==> src/hw/rtl/assert_macros.svh <==
// assertion macros for the rtl file that carries checks (the top level)
// expects clk and rst_n in the scope of each use
`ifndef ASSERT_MACROS_SVH
`define ASSERT_MACROS_SVH

// same-cycle implication, disabled while in reset
`define ASSERT_SAME(label, ante, cons, msg) \
  label: assert property (@(posedge clk) disable iff (!rst_n) (ante) |-> (cons)) \
    else $error(msg);

// next-cycle implication, disabled while in reset
`define ASSERT_NEXT(label, ante, cons, msg) \
  label: assert property (@(posedge clk) disable iff (!rst_n) (ante) |=> (cons)) \
    else $error(msg);

`endif

==> src/hw/rtl/cbts_pkg.sv <==
// shared types and constants for the can bit timing solver
// no dependencies
`default_nettype none

package cbts_pkg;

  localparam int RATE_W     = 32;
  localparam int CLK_W      = 32;
  localparam int DIV_W      = 32;
  localparam int SUM_W      = 5;
  localparam int PRESC_W    = 11;
  localparam int SEG1_W     = 5;
  localparam int SEG2_W     = 4;
  localparam int WORD_W     = 23;
  localparam int OUT_DATA_W = 48;

  localparam logic [CLK_W-1:0]  CLOCK_RST   = 32'd36000000;
  localparam logic [RATE_W-1:0] RATE_MIN    = 32'd1000;
  localparam logic [RATE_W-1:0] RATE_FAST   = 32'd1000000;
  localparam logic [SUM_W-1:0]  LIMIT_FAST  = 5'd10;
  localparam logic [SUM_W-1:0]  LIMIT_SLOW  = 5'd17;
  localparam logic [SUM_W-1:0]  SUM_FLOOR   = 5'd2;
  localparam logic [DIV_W-1:0]  PRESC_MAX   = 32'd1024;
  localparam int                PERMILL_MAX = 900;
  localparam logic [SEG1_W-1:0] SEG1_MAX    = 5'd16;
  localparam logic [SUM_W-1:0]  SEG2_MAX    = 5'd8;

  typedef struct packed {
    logic load;
    logic start_whole;
    logic save_whole;
    logic start_test;
    logic dec_sum;
    logic set_fail;
    logic emit;
  } cbts_cmd_t;

  typedef struct packed {
    logic low_rate;
    logic div_done;
    logic rem_zero;
    logic sum_low;
    logic out_free;
  } cbts_sts_t;

endpackage

`default_nettype wire

==> src/hw/rtl/can_bit_timing_solver.sv <==
// top level of the can bit timing solver: controller plus datapath
// depends on cbts_pkg, cbts_ctrl, cbts_dp (with cbts_div), assert_macros.svh
//
//   channel  | direction | handshake            | payload
//   in_      | sink      | in_tvalid/in_tready  | in_tdata: req_bitrate
//   out_     | source    | out_tvalid/out_tready| out_tuser: status, out_tdata: fields
//   cfg_     | sink      | cfg_wr_en            | cfg_wr_data: clock_hz
//
// one item at a time; a bitrate under 1000 gives a failed result without any divide
// otherwise one divide of clock_hz by the bitrate, then one test divide per divisor tried,
// at most 15 divisors, all on the shared restoring divider
// a finished item waits in the output register, and the next item is taken meanwhile;
// a result that meets a full output register holds the controller and the input
// synchronous active-low reset; clock_hz resets to 36000000
`default_nettype none

`include "assert_macros.svh"

module can_bit_timing_solver (
  input  wire logic        clk,
  input  wire logic        rst_n,
  // input item
  input  wire logic        in_tvalid,
  output logic             in_tready,
  input  wire logic [31:0] in_tdata,    // [31:0] req_bitrate
  // result item
  output logic             out_tvalid,
  input  wire logic        out_tready,
  output logic [47:0]      out_tdata,   // [10:0] prescaler, [15:11] segment_one,
                                        // [19:16] segment_two, [20] jump_width,
                                        // [43:21] timing_word, [47:44] zero
  output logic             out_tuser,   // [0] status
  // configuration
  input  wire logic        cfg_wr_en,
  input  wire logic [31:0] cfg_wr_data  // [31:0] clock_hz
);
  import cbts_pkg::*;

  // commands from the controller, status back from the datapath
  cbts_cmd_t cmd;
  cbts_sts_t sts;

  cbts_ctrl u_ctrl (
    .clk       (clk),
    .rst_n     (rst_n),
    .in_tvalid (in_tvalid),
    .in_tready (in_tready),
    .sts       (sts),
    .cmd       (cmd)
  );

  // datapath owns the clock register, the divider and the output register
  cbts_dp u_dp (
    .clk         (clk),
    .rst_n       (rst_n),
    .cmd         (cmd),
    .sts         (sts),
    .rate_in     (in_tdata),
    .cfg_wr_en   (cfg_wr_en),
    .cfg_wr_data (cfg_wr_data),
    .out_tvalid  (out_tvalid),
    .out_tready  (out_tready),
    .out_tdata   (out_tdata),
    .out_tuser   (out_tuser)
  );

  // a failed item carries all-zero fields
  `ASSERT_SAME(a_fail_zero, out_tvalid && out_tuser, out_tdata == '0, "failed item not zeroed")

  // a good item has its prescaler in range and the packed word agrees with it
  `ASSERT_SAME(a_presc_range, out_tvalid && !out_tuser,
               out_tdata[10:0] != 11'd0 && out_tdata[10:0] <= 11'd1024 &&
               out_tdata[30:21] == out_tdata[9:0] - 10'd1, "bad prescaler")

  // one item in flight: taking an item drops ready the next cycle
  `ASSERT_NEXT(a_one_in_flight, in_tvalid && in_tready, !in_tready, "second item taken")

  // the command strobes never overlap a load with a result or a test divide
  `ASSERT_SAME(a_cmd_excl, cmd.load, !cmd.emit && !cmd.start_test, "command clash")

endmodule

`default_nettype wire

==> src/hw/rtl/cbts_div.sv <==
// radix-2 restoring divider, one quotient bit per cycle
// depends on cbts_pkg
`default_nettype none

module cbts_div (
  input  wire logic                      clk,
  input  wire logic                      rst_n,
  input  wire logic                      start,
  input  wire logic [cbts_pkg::DIV_W-1:0] dividend,
  input  wire logic [cbts_pkg::DIV_W-1:0] divisor,
  output logic                           done,
  output logic [cbts_pkg::DIV_W-1:0]     quotient,
  output logic [cbts_pkg::DIV_W-1:0]     remainder
);
  import cbts_pkg::*;

  localparam int CNT_W = $clog2(DIV_W);

  logic             busy_r;
  logic [CNT_W-1:0] cnt_r;
  logic [DIV_W-1:0] rem_r, rem_nxt;
  logic [DIV_W-1:0] quo_r, quo_nxt;
  logic [DIV_W-1:0] dvs_r;
  logic [DIV_W:0]   shifted;
  logic [DIV_W:0]   diff;
  logic             fits;

  always_comb begin
    shifted = {rem_r, quo_r[DIV_W-1]};
    diff    = shifted - {1'b0, dvs_r};
    fits    = ~diff[DIV_W];
    rem_nxt = fits ? diff[DIV_W-1:0] : shifted[DIV_W-1:0];
    quo_nxt = {quo_r[DIV_W-2:0], fits};
  end

  always_ff @(posedge clk) begin
    if (!rst_n) begin
      busy_r <= 1'b0;
      cnt_r  <= '0;
    end else if (start) begin
      busy_r <= 1'b1;
      cnt_r  <= '0;
    end else if (busy_r) begin
      cnt_r <= cnt_r + 1'b1;
      if (cnt_r == '1) begin
        busy_r <= 1'b0;
      end
    end
  end

  always_ff @(posedge clk) begin
    if (start) begin
      rem_r <= '0;
      quo_r <= dividend;
      dvs_r <= divisor;
    end else if (busy_r) begin
      rem_r <= rem_nxt;
      quo_r <= quo_nxt;
    end
  end

  assign done      = busy_r && (cnt_r == '1);
  assign quotient  = quo_r;
  assign remainder = rem_r;

endmodule

`default_nettype wire

==> src/hw/rtl/cbts_dp.sv <==
// datapath: clock register, operand and sum registers, shared divider,
// segment calculation and result register; depends on cbts_pkg, cbts_div
`default_nettype none

module cbts_dp (
  input  wire logic                           clk,
  input  wire logic                           rst_n,
  input  wire cbts_pkg::cbts_cmd_t            cmd,
  output cbts_pkg::cbts_sts_t                 sts,
  input  wire logic [cbts_pkg::RATE_W-1:0]    rate_in,
  input  wire logic                           cfg_wr_en,
  input  wire logic [cbts_pkg::CLK_W-1:0]     cfg_wr_data,
  output logic                                out_tvalid,
  input  wire logic                           out_tready,
  output logic [cbts_pkg::OUT_DATA_W-1:0]     out_tdata,
  output logic                                out_tuser
);
  import cbts_pkg::*;

  logic [CLK_W-1:0]   clock_r;
  logic [RATE_W-1:0]  rate_r;
  logic [DIV_W-1:0]   whole_r;
  logic [SUM_W-1:0]   sum_r;
  logic               fail_r;

  logic               out_valid_r;
  logic               out_status_r;
  logic [PRESC_W-1:0] out_presc_r;
  logic [SEG1_W-1:0]  out_seg1_r;
  logic [SEG2_W-1:0]  out_seg2_r;
  logic               out_jw_r;
  logic [WORD_W-1:0]  out_word_r;

  logic               div_start;
  logic [DIV_W-1:0]   div_dividend, div_divisor;
  logic               div_done;
  logic [DIV_W-1:0]   div_quo, div_rem;

  logic [SUM_W-1:0]   sum_p1;
  logic [7:0]         sum7;
  logic [SEG1_W-1:0]  seg1_a, seg1_b, seg1;
  logic [SUM_W-1:0]   seg2;
  logic [15:0]        pm_lhs, pm_rhs;
  logic               presc_ok, seg_ok, ok;
  logic [9:0]         presc_m1;
  logic [3:0]         seg1_m1;
  logic [2:0]         seg2_m1;

  assign sum_p1       = sum_r + 5'd1;
  assign div_start    = cmd.start_whole | cmd.start_test;
  assign div_dividend = cmd.start_whole ? clock_r : whole_r;
  assign div_divisor  = cmd.start_whole ? rate_r : {{(DIV_W-SUM_W){1'b0}}, sum_p1};

  cbts_div u_div (
    .clk       (clk),
    .rst_n     (rst_n),
    .start     (div_start),
    .dividend  (div_dividend),
    .divisor   (div_divisor),
    .done      (div_done),
    .quotient  (div_quo),
    .remainder (div_rem)
  );

  // segment split aiming at a 7/8 sample point, pulled back above 900 permill
  always_comb begin
    sum7     = ({3'b000, sum_r} << 3) - {3'b000, sum_r};
    seg1_a   = SEG1_W'((sum7 + 8'd3) >> 3);
    seg1_b   = SEG1_W'((sum7 - 8'd1) >> 3);
    pm_lhs   = 16'd1000 * {11'b0, seg1_a + 5'd1};
    pm_rhs   = 16'(PERMILL_MAX + 1) * {11'b0, sum_p1};
    seg1     = (pm_lhs >= pm_rhs) ? seg1_b : seg1_a;
    seg2     = sum_r - seg1;
    presc_ok = (div_quo != '0) && (div_quo <= PRESC_MAX);
    seg_ok   = (seg1 != '0) && (seg1 <= SEG1_MAX) && (seg2 != '0) && (seg2 <= SEG2_MAX);
    ok       = ~fail_r & presc_ok & seg_ok;
    presc_m1 = div_quo[9:0] - 10'd1;
    seg1_m1  = seg1[3:0] - 4'd1;
    seg2_m1  = seg2[2:0] - 3'd1;
  end

  always_ff @(posedge clk) begin
    if (!rst_n) begin
      clock_r <= CLOCK_RST;
    end else if (cfg_wr_en) begin
      clock_r <= cfg_wr_data;
    end
  end

  always_ff @(posedge clk) begin
    if (!rst_n) begin
      fail_r <= 1'b0;
    end else if (cmd.load) begin
      fail_r <= 1'b0;
    end else if (cmd.set_fail) begin
      fail_r <= 1'b1;
    end
  end

  always_ff @(posedge clk) begin
    if (cmd.load) begin
      rate_r <= rate_in;
      sum_r  <= (rate_in >= RATE_FAST) ? (LIMIT_FAST - 5'd1) : (LIMIT_SLOW - 5'd1);
    end else if (cmd.dec_sum) begin
      sum_r <= sum_r - 5'd1;
    end
    if (cmd.save_whole) begin
      whole_r <= div_quo;
    end
  end

  always_ff @(posedge clk) begin
    if (!rst_n) begin
      out_valid_r <= 1'b0;
    end else if (cmd.emit) begin
      out_valid_r <= 1'b1;
    end else if (out_tready) begin
      out_valid_r <= 1'b0;
    end
  end

  always_ff @(posedge clk) begin
    if (cmd.emit) begin
      out_status_r <= ~ok;
      out_presc_r  <= ok ? div_quo[PRESC_W-1:0] : '0;
      out_seg1_r   <= ok ? seg1 : '0;
      out_seg2_r   <= ok ? seg2[SEG2_W-1:0] : '0;
      out_jw_r     <= ok;
      out_word_r   <= ok ? {seg2_m1, seg1_m1, 6'b0, presc_m1} : '0;
    end
  end

  assign sts.low_rate = rate_r < RATE_MIN;
  assign sts.div_done = div_done;
  assign sts.rem_zero = div_rem == '0;
  assign sts.sum_low  = sum_r <= SUM_FLOOR;
  assign sts.out_free = ~out_valid_r | out_tready;

  assign out_tvalid = out_valid_r;
  assign out_tuser  = out_status_r;
  assign out_tdata  = {4'b0, out_word_r, out_jw_r, out_seg2_r, out_seg1_r, out_presc_r};

endmodule

`default_nettype wire

==> src/hw/rtl/cbts_ctrl.sv <==
// controller state machine sequencing the divide and the divisor search
// depends on cbts_pkg
`default_nettype none

module cbts_ctrl (
  input  wire logic                 clk,
  input  wire logic                 rst_n,
  input  wire logic                 in_tvalid,
  output logic                      in_tready,
  input  wire cbts_pkg::cbts_sts_t  sts,
  output cbts_pkg::cbts_cmd_t       cmd
);
  import cbts_pkg::*;

  typedef enum logic [7:0] {
    S_IDLE  = 8'b0000_0001,
    S_CHECK = 8'b0000_0010,
    S_WHOLE = 8'b0000_0100,
    S_SAVE  = 8'b0000_1000,
    S_TRY   = 8'b0001_0000,
    S_MOD   = 8'b0010_0000,
    S_EVAL  = 8'b0100_0000,
    S_EMIT  = 8'b1000_0000
  } state_t;

  state_t state_r, state_nxt;

  always_comb begin
    state_nxt = state_r;
    cmd       = '0;
    in_tready = 1'b0;
    case (state_r)
      S_IDLE: begin
        in_tready = 1'b1;
        if (in_tvalid) begin
          cmd.load  = 1'b1;
          state_nxt = S_CHECK;
        end
      end
      S_CHECK: begin
        if (sts.low_rate) begin
          cmd.set_fail = 1'b1;
          state_nxt    = S_EMIT;
        end else begin
          cmd.start_whole = 1'b1;
          state_nxt       = S_WHOLE;
        end
      end
      S_WHOLE: begin
        if (sts.div_done) begin
          state_nxt = S_SAVE;
        end
      end
      S_SAVE: begin
        cmd.save_whole = 1'b1;
        state_nxt      = S_TRY;
      end
      S_TRY: begin
        cmd.start_test = 1'b1;
        state_nxt      = S_MOD;
      end
      S_MOD: begin
        if (sts.div_done) begin
          state_nxt = S_EVAL;
        end
      end
      S_EVAL: begin
        if (sts.rem_zero) begin
          state_nxt = S_EMIT;
        end else if (sts.sum_low) begin
          cmd.set_fail = 1'b1;
          state_nxt    = S_EMIT;
        end else begin
          cmd.dec_sum = 1'b1;
          state_nxt   = S_TRY;
        end
      end
      S_EMIT: begin
        if (sts.out_free) begin
          cmd.emit  = 1'b1;
          state_nxt = S_IDLE;
        end
      end
      default: begin
        state_nxt = S_IDLE;
      end
    endcase
  end

  always_ff @(posedge clk) begin
    if (!rst_n) begin
      state_r <= S_IDLE;
    end else begin
      state_r <= state_nxt;
    end
  end

endmodule

`default_nettype wire
==> config.mk <==
export PLATFORM = sky130hd
export DESIGN_NAME = can_bit_timing_solver
export DESIGN_NICKNAME = d
export VERILOG_FILES = /design/src/hw/rtl/cbts_pkg.sv /design/src/hw/rtl/can_bit_timing_solver.sv /design/src/hw/rtl/cbts_div.sv /design/src/hw/rtl/cbts_dp.sv /design/src/hw/rtl/cbts_ctrl.sv
export VERILOG_INCLUDE_DIRS = /design/src /design/src/hw/rtl
export SDC_FILE = /design/constraint.sdc
export NUM_CORES = 1
export LEC_CHECK = 0
export BUFFER_PORTS_ARGS = -buffer_cell sky130_fd_sc_hd__buf_2
export CAP_MARGIN = 5
export CORE_MARGIN = 3
export CORE_UTILIZATION = 55
export CTS_CLUSTER_DIAMETER = 80
export CTS_CLUSTER_SIZE = 12
export DETAILED_ROUTE_END_ITERATION = 7
export HOLD_SLACK_MARGIN = 0.15
export PLACE_DENSITY = 0.75
export SYNTH_ARGS = -nofsm -noshare
export SYNTH_HDL_FRONTEND = slang
export SYNTH_HIERARCHICAL = 1
export SYNTH_SLANG_ARGS = --single-unit
==> constraint.sdc <==
create_clock -name clk -period 11.9 [get_ports clk]
set_input_delay 1.785 -clock clk [delete_from_list [all_inputs] [get_ports clk]]
set_output_delay 1.785 -clock clk [all_outputs]
set_load 0.03 [all_outputs]
**Word-level counts from Yosys, hierarchy flattened**

Cells that the tools add are included.

- Bitwise operators: 9
- $lt $le $gt $ge: 7
- Add/sub/neg operators: 12
- Equality and inequality tests: 13
- Reductions and logical operators: 15
- Multipliers: 2
- Mux-type cells: 37

Operators by type and width:

| cell | number |
|---|---|
| 32-bit 2-to-1 mux | 4 |
| 8-bit case mux with 8 select lines | 1 |
| 8-bit 2-to-1 mux | 7 |
| 33-bit by 32-bit subtractor with 33-bit output | 1 |
| 32-bit by 20-bit greater-or-equal comparator with 1-bit output, second input constant | 1 |
| 32-bit by 11-bit less-or-equal comparator with 1-bit output, second input constant | 1 |
| 32-bit logical NOT | 1 |
| 32-bit by 10-bit less-than comparator with 1-bit output, second input constant | 1 |
| 32-bit nonzero test | 1 |
| 5-bit 2-to-1 mux | 5 |
| 1-bit 2-to-1 mux | 18 |
| 5-bit by 1-bit adder with 5-bit output, second input constant | 3 |
| 15-bit greater-or-equal comparator | 1 |
| 10-bit by 5-bit multiplier with 15-bit output, first input constant | 1 |
| 7-bit by 5-bit multiplier with 12-bit output, first input constant | 1 |
| 5-bit nonzero test | 2 |
| 10-bit by 1-bit subtractor with 10-bit output, second input constant | 1 |
| 8-bit by 2-bit adder with 8-bit output, second input constant | 1 |
| 8-bit by 1-bit equality test with 1-bit output, second input constant | 1 |
| 8-bit by 2-bit equality test with 1-bit output, second input constant | 1 |
| 8-bit by 3-bit equality test with 1-bit output, second input constant | 1 |
| 8-bit by 4-bit equality test with 1-bit output, second input constant | 1 |
| 8-bit by 5-bit equality test with 1-bit output, second input constant | 1 |
| 8-bit by 6-bit equality test with 1-bit output, second input constant | 1 |
| other kinds (23) | 38 |

- Bits in registers: 258

**Logic depth before layout (Yosys ltp)**

- Depth after elaboration: 12
- Gate-level depth with buffers: 46
- Gate-level depth less buffers: 42

**By module**

The synthesis kept the hierarchy.

By module, submodules not included:

| module | area an instance (um^2) | cells each | instances |
|---|---|---|---|
| cbts_dp | 9108.7 | 792 | 1 |
| cbts_div | 5896.9 | 593 | 1 |
| cbts_ctrl | 501.7 | 62 | 1 |

**Worst setup path before layout**

Ideal clock, no wire load.

- Path kind: reg2reg
- Start: reg u_dp.sum_r[0]
- End: reg u_dp.out_status_r (netlist: u_dp/out_tuser), data pin
- Path slack: 2.471 ns
- Setup time: 0.259 ns
- Stages on the path, launching flop included: 44
- Arrival: 9.170 ns
- Cell sequence: edfxtp_1 -> clkbuf_1 -> inv_1 -> ha_1 -> clkbuf_1 -> mux2i_1 -> o221ai_1 -> xor2_1 -> inv_1 -> ha_1 -> xnor2_1 -> inv_1 -> fa_1 -> inv_1 -> fa_1 -> fa_1 -> ha_1 -> inv_1 -> (+8 left out) -> a21oi_1 -> o21ai_0 -> a21oi_1 -> nand2_2 -> o22ai_1 -> xnor2_1 -> ha_1 -> inv_1 -> ha_1 -> inv_1 -> nand4_1 -> a21oi_1 -> nor3_1 -> nand3b_1 -> a21o_1 -> buf_4 -> buf_6 -> a211o_1

- Word-level cells in the longest chain between the ends: 12
- Elaborated cells between the ends (all ways): 19

RTL lines:

| what | line | source |
|---|---|---|
| start: declaration | cbts_dp.sv:23 | `logic [SUM_W-1:0] sum_r;` |
| start signal: assignment | cbts_dp.sv:103 | `sum_r <= (rate_in >= RATE_FAST) ? (LIMIT_FAST - 5'd1) : (LIMIT_SLOW - 5'd1);` |
| start signal: assignment | cbts_dp.sv:105 | `sum_r <= sum_r - 5'd1;` |
| 8-bit by 5-bit subtractor with 8-bit output | cbts_dp.sv:67 | `sum7 = ({3'b000, sum_r} << 3) - {3'b000, sum_r};` |
| 8-bit by 2-bit adder with 8-bit output | cbts_dp.sv:68 | `seg1_a = SEG1_W'((sum7 + 8'd3) >> 3);` |
| 5-bit by 1-bit adder with 5-bit output | cbts_dp.sv:70 | `pm_lhs = 16'd1000 * {11'b0, seg1_a + 5'd1};` |
| 7-bit by 5-bit multiplier with 12-bit output | cbts_dp.sv:70 |  |
| 15-bit greater-or-equal comparator | cbts_dp.sv:72 | `seg1 = (pm_lhs >= pm_rhs) ? seg1_b : seg1_a;` |
| 5-bit 2-to-1 mux * | cbts_dp.sv:72 |  |
| net u_dp.seg1[0] | cbts_dp.sv:41 | `logic [SEG1_W-1:0] seg1_a, seg1_b, seg1;` |
| branches (longest 3 deep; another with 5-bit subtractor) | -- |  |
| 1-bit logical AND * | cbts_dp.sv:75 | `seg_ok = (seg1 != '0) && (seg1 <= SEG1_MAX) && (seg2 != '0) && (seg2 <= SEG2_MAX);` |
| 1-bit bitwise AND * | cbts_dp.sv:76 | `ok = ~fail_r & presc_ok & seg_ok;` |
| 1-bit inverter * | cbts_dp.sv:124 | `out_status_r <= ~ok;` |
| end signal: assignment | cbts_dp.sv:124 |  |
| end: declaration | cbts_dp.sv:27 | `logic out_status_r;` |

Mark *: on every way through the listed nets, which the timed path passes.
A chain may end at the register's enable or synchronous reset.

**Worst setup path after layout**

- Start: reg u_dp.sum_r[0]
- End: reg u_dp.out_presc_r[4], data pin

- Word-level cells in the longest chain between the ends: 11
- Elaborated cells between the ends (all ways): 18

RTL lines:

| what | line | source |
|---|---|---|
| 8-bit by 5-bit subtractor with 8-bit output | cbts_dp.sv:67 |  |
| 8-bit by 2-bit adder with 8-bit output | cbts_dp.sv:68 |  |
| 5-bit by 1-bit adder with 5-bit output | cbts_dp.sv:70 |  |
| 7-bit by 5-bit multiplier with 12-bit output | cbts_dp.sv:70 |  |
| 15-bit greater-or-equal comparator | cbts_dp.sv:72 |  |
| 5-bit 2-to-1 mux * | cbts_dp.sv:72 |  |
| net u_dp.seg1[0] | cbts_dp.sv:41 |  |
| branches (longest 3 deep; another with 5-bit subtractor) | -- |  |
| 1-bit logical AND * | cbts_dp.sv:75 |  |
| 1-bit bitwise AND * | cbts_dp.sv:76 |  |
| end signal: assignment | cbts_dp.sv:125 | `out_presc_r <= ok ? div_quo[PRESC_W-1:0] : '0;` |
| end: declaration | cbts_dp.sv:28 | `logic [PRESC_W-1:0] out_presc_r;` |

Marks and branches as above.

==> results.yml <==
synth:
  avgSynthCellArea_um2: 10.7
  synthAdderAreaFrac: 0.106
  synth_area_mm2: 0.0155
  synthArstFlopShare: 0
  yosys_warnings: 6
  synth_largest_area_cell: "edfxtp_1"
  yosys.area.top_type_share: 0.333
  yosysMostFrequentCell: "edfxtp_1"
  synth.area.mux_share: 0.0800
  yosys_register_bits: 252
  synth_flop_cell: "edfxtp_1"
  yosys.area_share.simple: 0.149
  synth_area_leaders: "edfxtp_1 33%, dfxtp_1 10%, ha_1 9.0%, mux2_2 4.9%, mux2i_1 3.0%"
  synth_xor_area_frac: 0.0457
  synth_compound_area_frac: 0.137
  synthCells: 1447
  synth.distinct_cells: 96
  synth_edf_count: 172
  synthTopCellsByCount: "172 x edfxtp_1, 111 x ha_1, 106 x nand2_1"
  seq_area_frac_synth: 0.436
  synth_top_family_by_area: "simple AND/OR/NAND/NOR gates"
drt:
  drtPass1Iterations: 5
  vias: 11308
  wirelength_um: 35300
  vias_per_cell: 5.87
  ant_nets: 0
  drt_iter0_drc: 853
  remaining_drc_errors: 0
  post_drt_wl_per_cell_um: 18.3
cells_and_area:
  seq_area_mm2: 0.00677
  multi_input_area_mm2: 0.00812
  area_delta_synth_final_pct: 10.4
  num-fill-cells: 2224
  drive_above_1_share: 0.178
  antenna_cells: 0
  nNetsFinal: 1726
hold_path:
  hold_class: "reg -> reg"
  hold_end: "u_dp/whole_r[19]"
  hold_start: "u_dp/u_div/quotient[19]"
  holdPathStages: 0
setup_path:
  cpMostUsedCell: "inv_1"
  worstSetupPathType: "reg -> reg"
  cp.required_ns: 12.15
  reg2reg_slack_ns: 1.04
  worstPathMaxFanout: 23
  reg2reg_depth: 41
  worst_r2r_endpoint: "u_dp/out_presc_r[4]"
  start_kind: "flip-flop"
  startpoint: "u_dp/sum_r[0]"
  rr_startpoint: "u_dp/sum_r[0]"
  cpPeakStageDelay_ns: 0.80
  crit_arrival_ns: 11.11
  critPathCaptureType: "flip-flop"
  cp_slowest_cell: "mux2i_4"
timing:
  setup_viol: 0
  fin_worst_skew_ns: 0.0281
  fmax_mhz: 92.1
  worst_pin_slew_ns: 1.11
  slew_viol_final: 0
  hold_viol: 0
  fin_tns_setup_ns: 0
  rsz0062_at_grt: "false"
  period_needed_ns: 10.86
  relSlewSlack: 0.255
  fin_crit_sh: 0.913
global_routing:
  antenna_found_initial: 0
  grt_pass1_vias: 11141
  grt_overflow_total: 0
  grt_first_pass_wirelength_um: 57000
  grt_max_degree: 67
  grt_use_total: 0.226
clock_network:
  clkTransAtPathRegs_ns: 0.06
  insertion_delay_ns: 0.53
  htreeDepth: 1
  clockBufferDepth: 3
  numClockSinks: 252
  postCtsSetupBuffers: 0
  cts_buffers: 26
  tritoncts: "done"
  cts-root-buf: "clkbuf_16"
placed_design:
  io_buffers: 109
  globalplace.congestion: 0.907
  hpwl_um: 25200
flow_run:
  cap_viol_max_count: 0
run_status:
  status: "completed"
floorplanning:
  die_w_um: 174
  dieArea_mm2: 0.0302
  core-area_mm2: 0.0273
  dieHeight_um: 174
  ios: 120
  num_rows: 60
  start_util: 0.567
-- final cells by class --
cell class              count  area share
multi-input cells        1043       0.475
repair buffers            124      0.0384
clock buffers              44      0.0432
flip-flops and latches    252       0.395
inverters                  86      0.0189
clock inverters             4     0.00241
well taps                 372      0.0272
-- stage by stage --
step	area, um^2	cells	util	worst slack, ns	hold slack [ns]
finish	17100	1925	0.626	1.04	0.474
global placement	16300	1877	0.598	1.25	0.449
CTS	17100	1925	0.626	0.843	0.479
global route	17100	1925	0.626	0.0653	0.498
floorplan	15500	1456	-	2.47	0.436
detailed placement	16300	1877	0.598	0.848	0.463
-- how the worst max path moves through the flow --
stage,depth (start not counted),slack (ns),end
after floorplan,43,2.47,u_dp/out_tuser
after global placement,38,1.25,u_dp/out_word_r[22]
after detailed placement,38,0.85,u_dp/out_word_r[4]
after CTS,38,0.84,u_dp/out_word_r[4]
after global routing,42,0.07,u_dp/out_presc_r[4]
final,41,1.04,u_dp/out_presc_r[4]
-- repair_timing --
| item | in CTS | in global routing |
|---|---|---|
| resized for setup | 0 | 1 |
| endpoints found under the setup margin | 0 | 6 |
| hold buffers | 0 | 0 |
-- cells in the final DEF, fill, tap and decap left out, drive strengths merged, types with 28 or more instances in the layout --
master and n:
dfxtp 80, nor2 76, buf 124, clkbuf 44, ha 111, nor2b 35
mux2i 46, inv 88, nand2 107, nor3 28, and2 35, o21ai 47
edfxtp 172, nor4 32, mux2 69, a21oi 55, xnor2 53
-- state kept, by name, summed over array words and instances (netlist names) --
signal                cells
u_ctrl/state_r            8
u_dp/u_div/dvs_r         32
u_dp/out_jw_r             1
u_dp/out_tvalid           1
u_dp/u_div/busy_r         1
u_dp/clock_r             32
u_dp/u_div/cnt_r          5
u_dp/u_div/remainder     32
u_dp/out_seg2_r           4
u_dp/rate_r              32
u_dp/out_tuser            1
u_dp/u_div/quotient      32
u_dp/out_seg1_r           5
u_dp/out_word_r          17
u_dp/whole_r             32
u_dp/sum_r                5
u_dp/out_presc_r         11
u_dp/fail_r               1
-- per-layer routing --
layer / wire (um) / share of wire / vias to the layer above / GRT usage
li1: - / - / 5528 / -
met1: 15800 / 0.45 / 5434 / 0.314
met2: 16800 / 0.48 / 289 / 0.373
met3: 1810 / 0.051 / 57 / 0.0273
met4: 885 / 0.025 / 0 / 0.0674
met5: 0 / 0 / - / 0
-- cell families after synthesis --
| family | after synthesis |
|---|---|
| fa+ha+maj | 124 |
| flops | 252 |
| xor+xnor | 80 |
| buf+inv | 161 |
| other cells | 1 |
| compound gates | 280 |
| mux | 115 |
| simple gates | 434 |
-- critical path: cells and delay by family (launching register included) --
kind | cells | cell delay [ns]
xor gates and xnor gates | 4 | 1.04
DFF | 1 | 0.74
AOI/OAI and AO/OA | 11 | 1.98
buffers and inverters | 9 | 1.38
adders and majority gates | 9 | 3.53
and+or+nand+nor | 5 | 0.76
muxes | 3 | 1.15
Power is left out: the tool's default activity adds up to more than one toggle a clock period on the data nets, which glitch-free logic cannot reach.
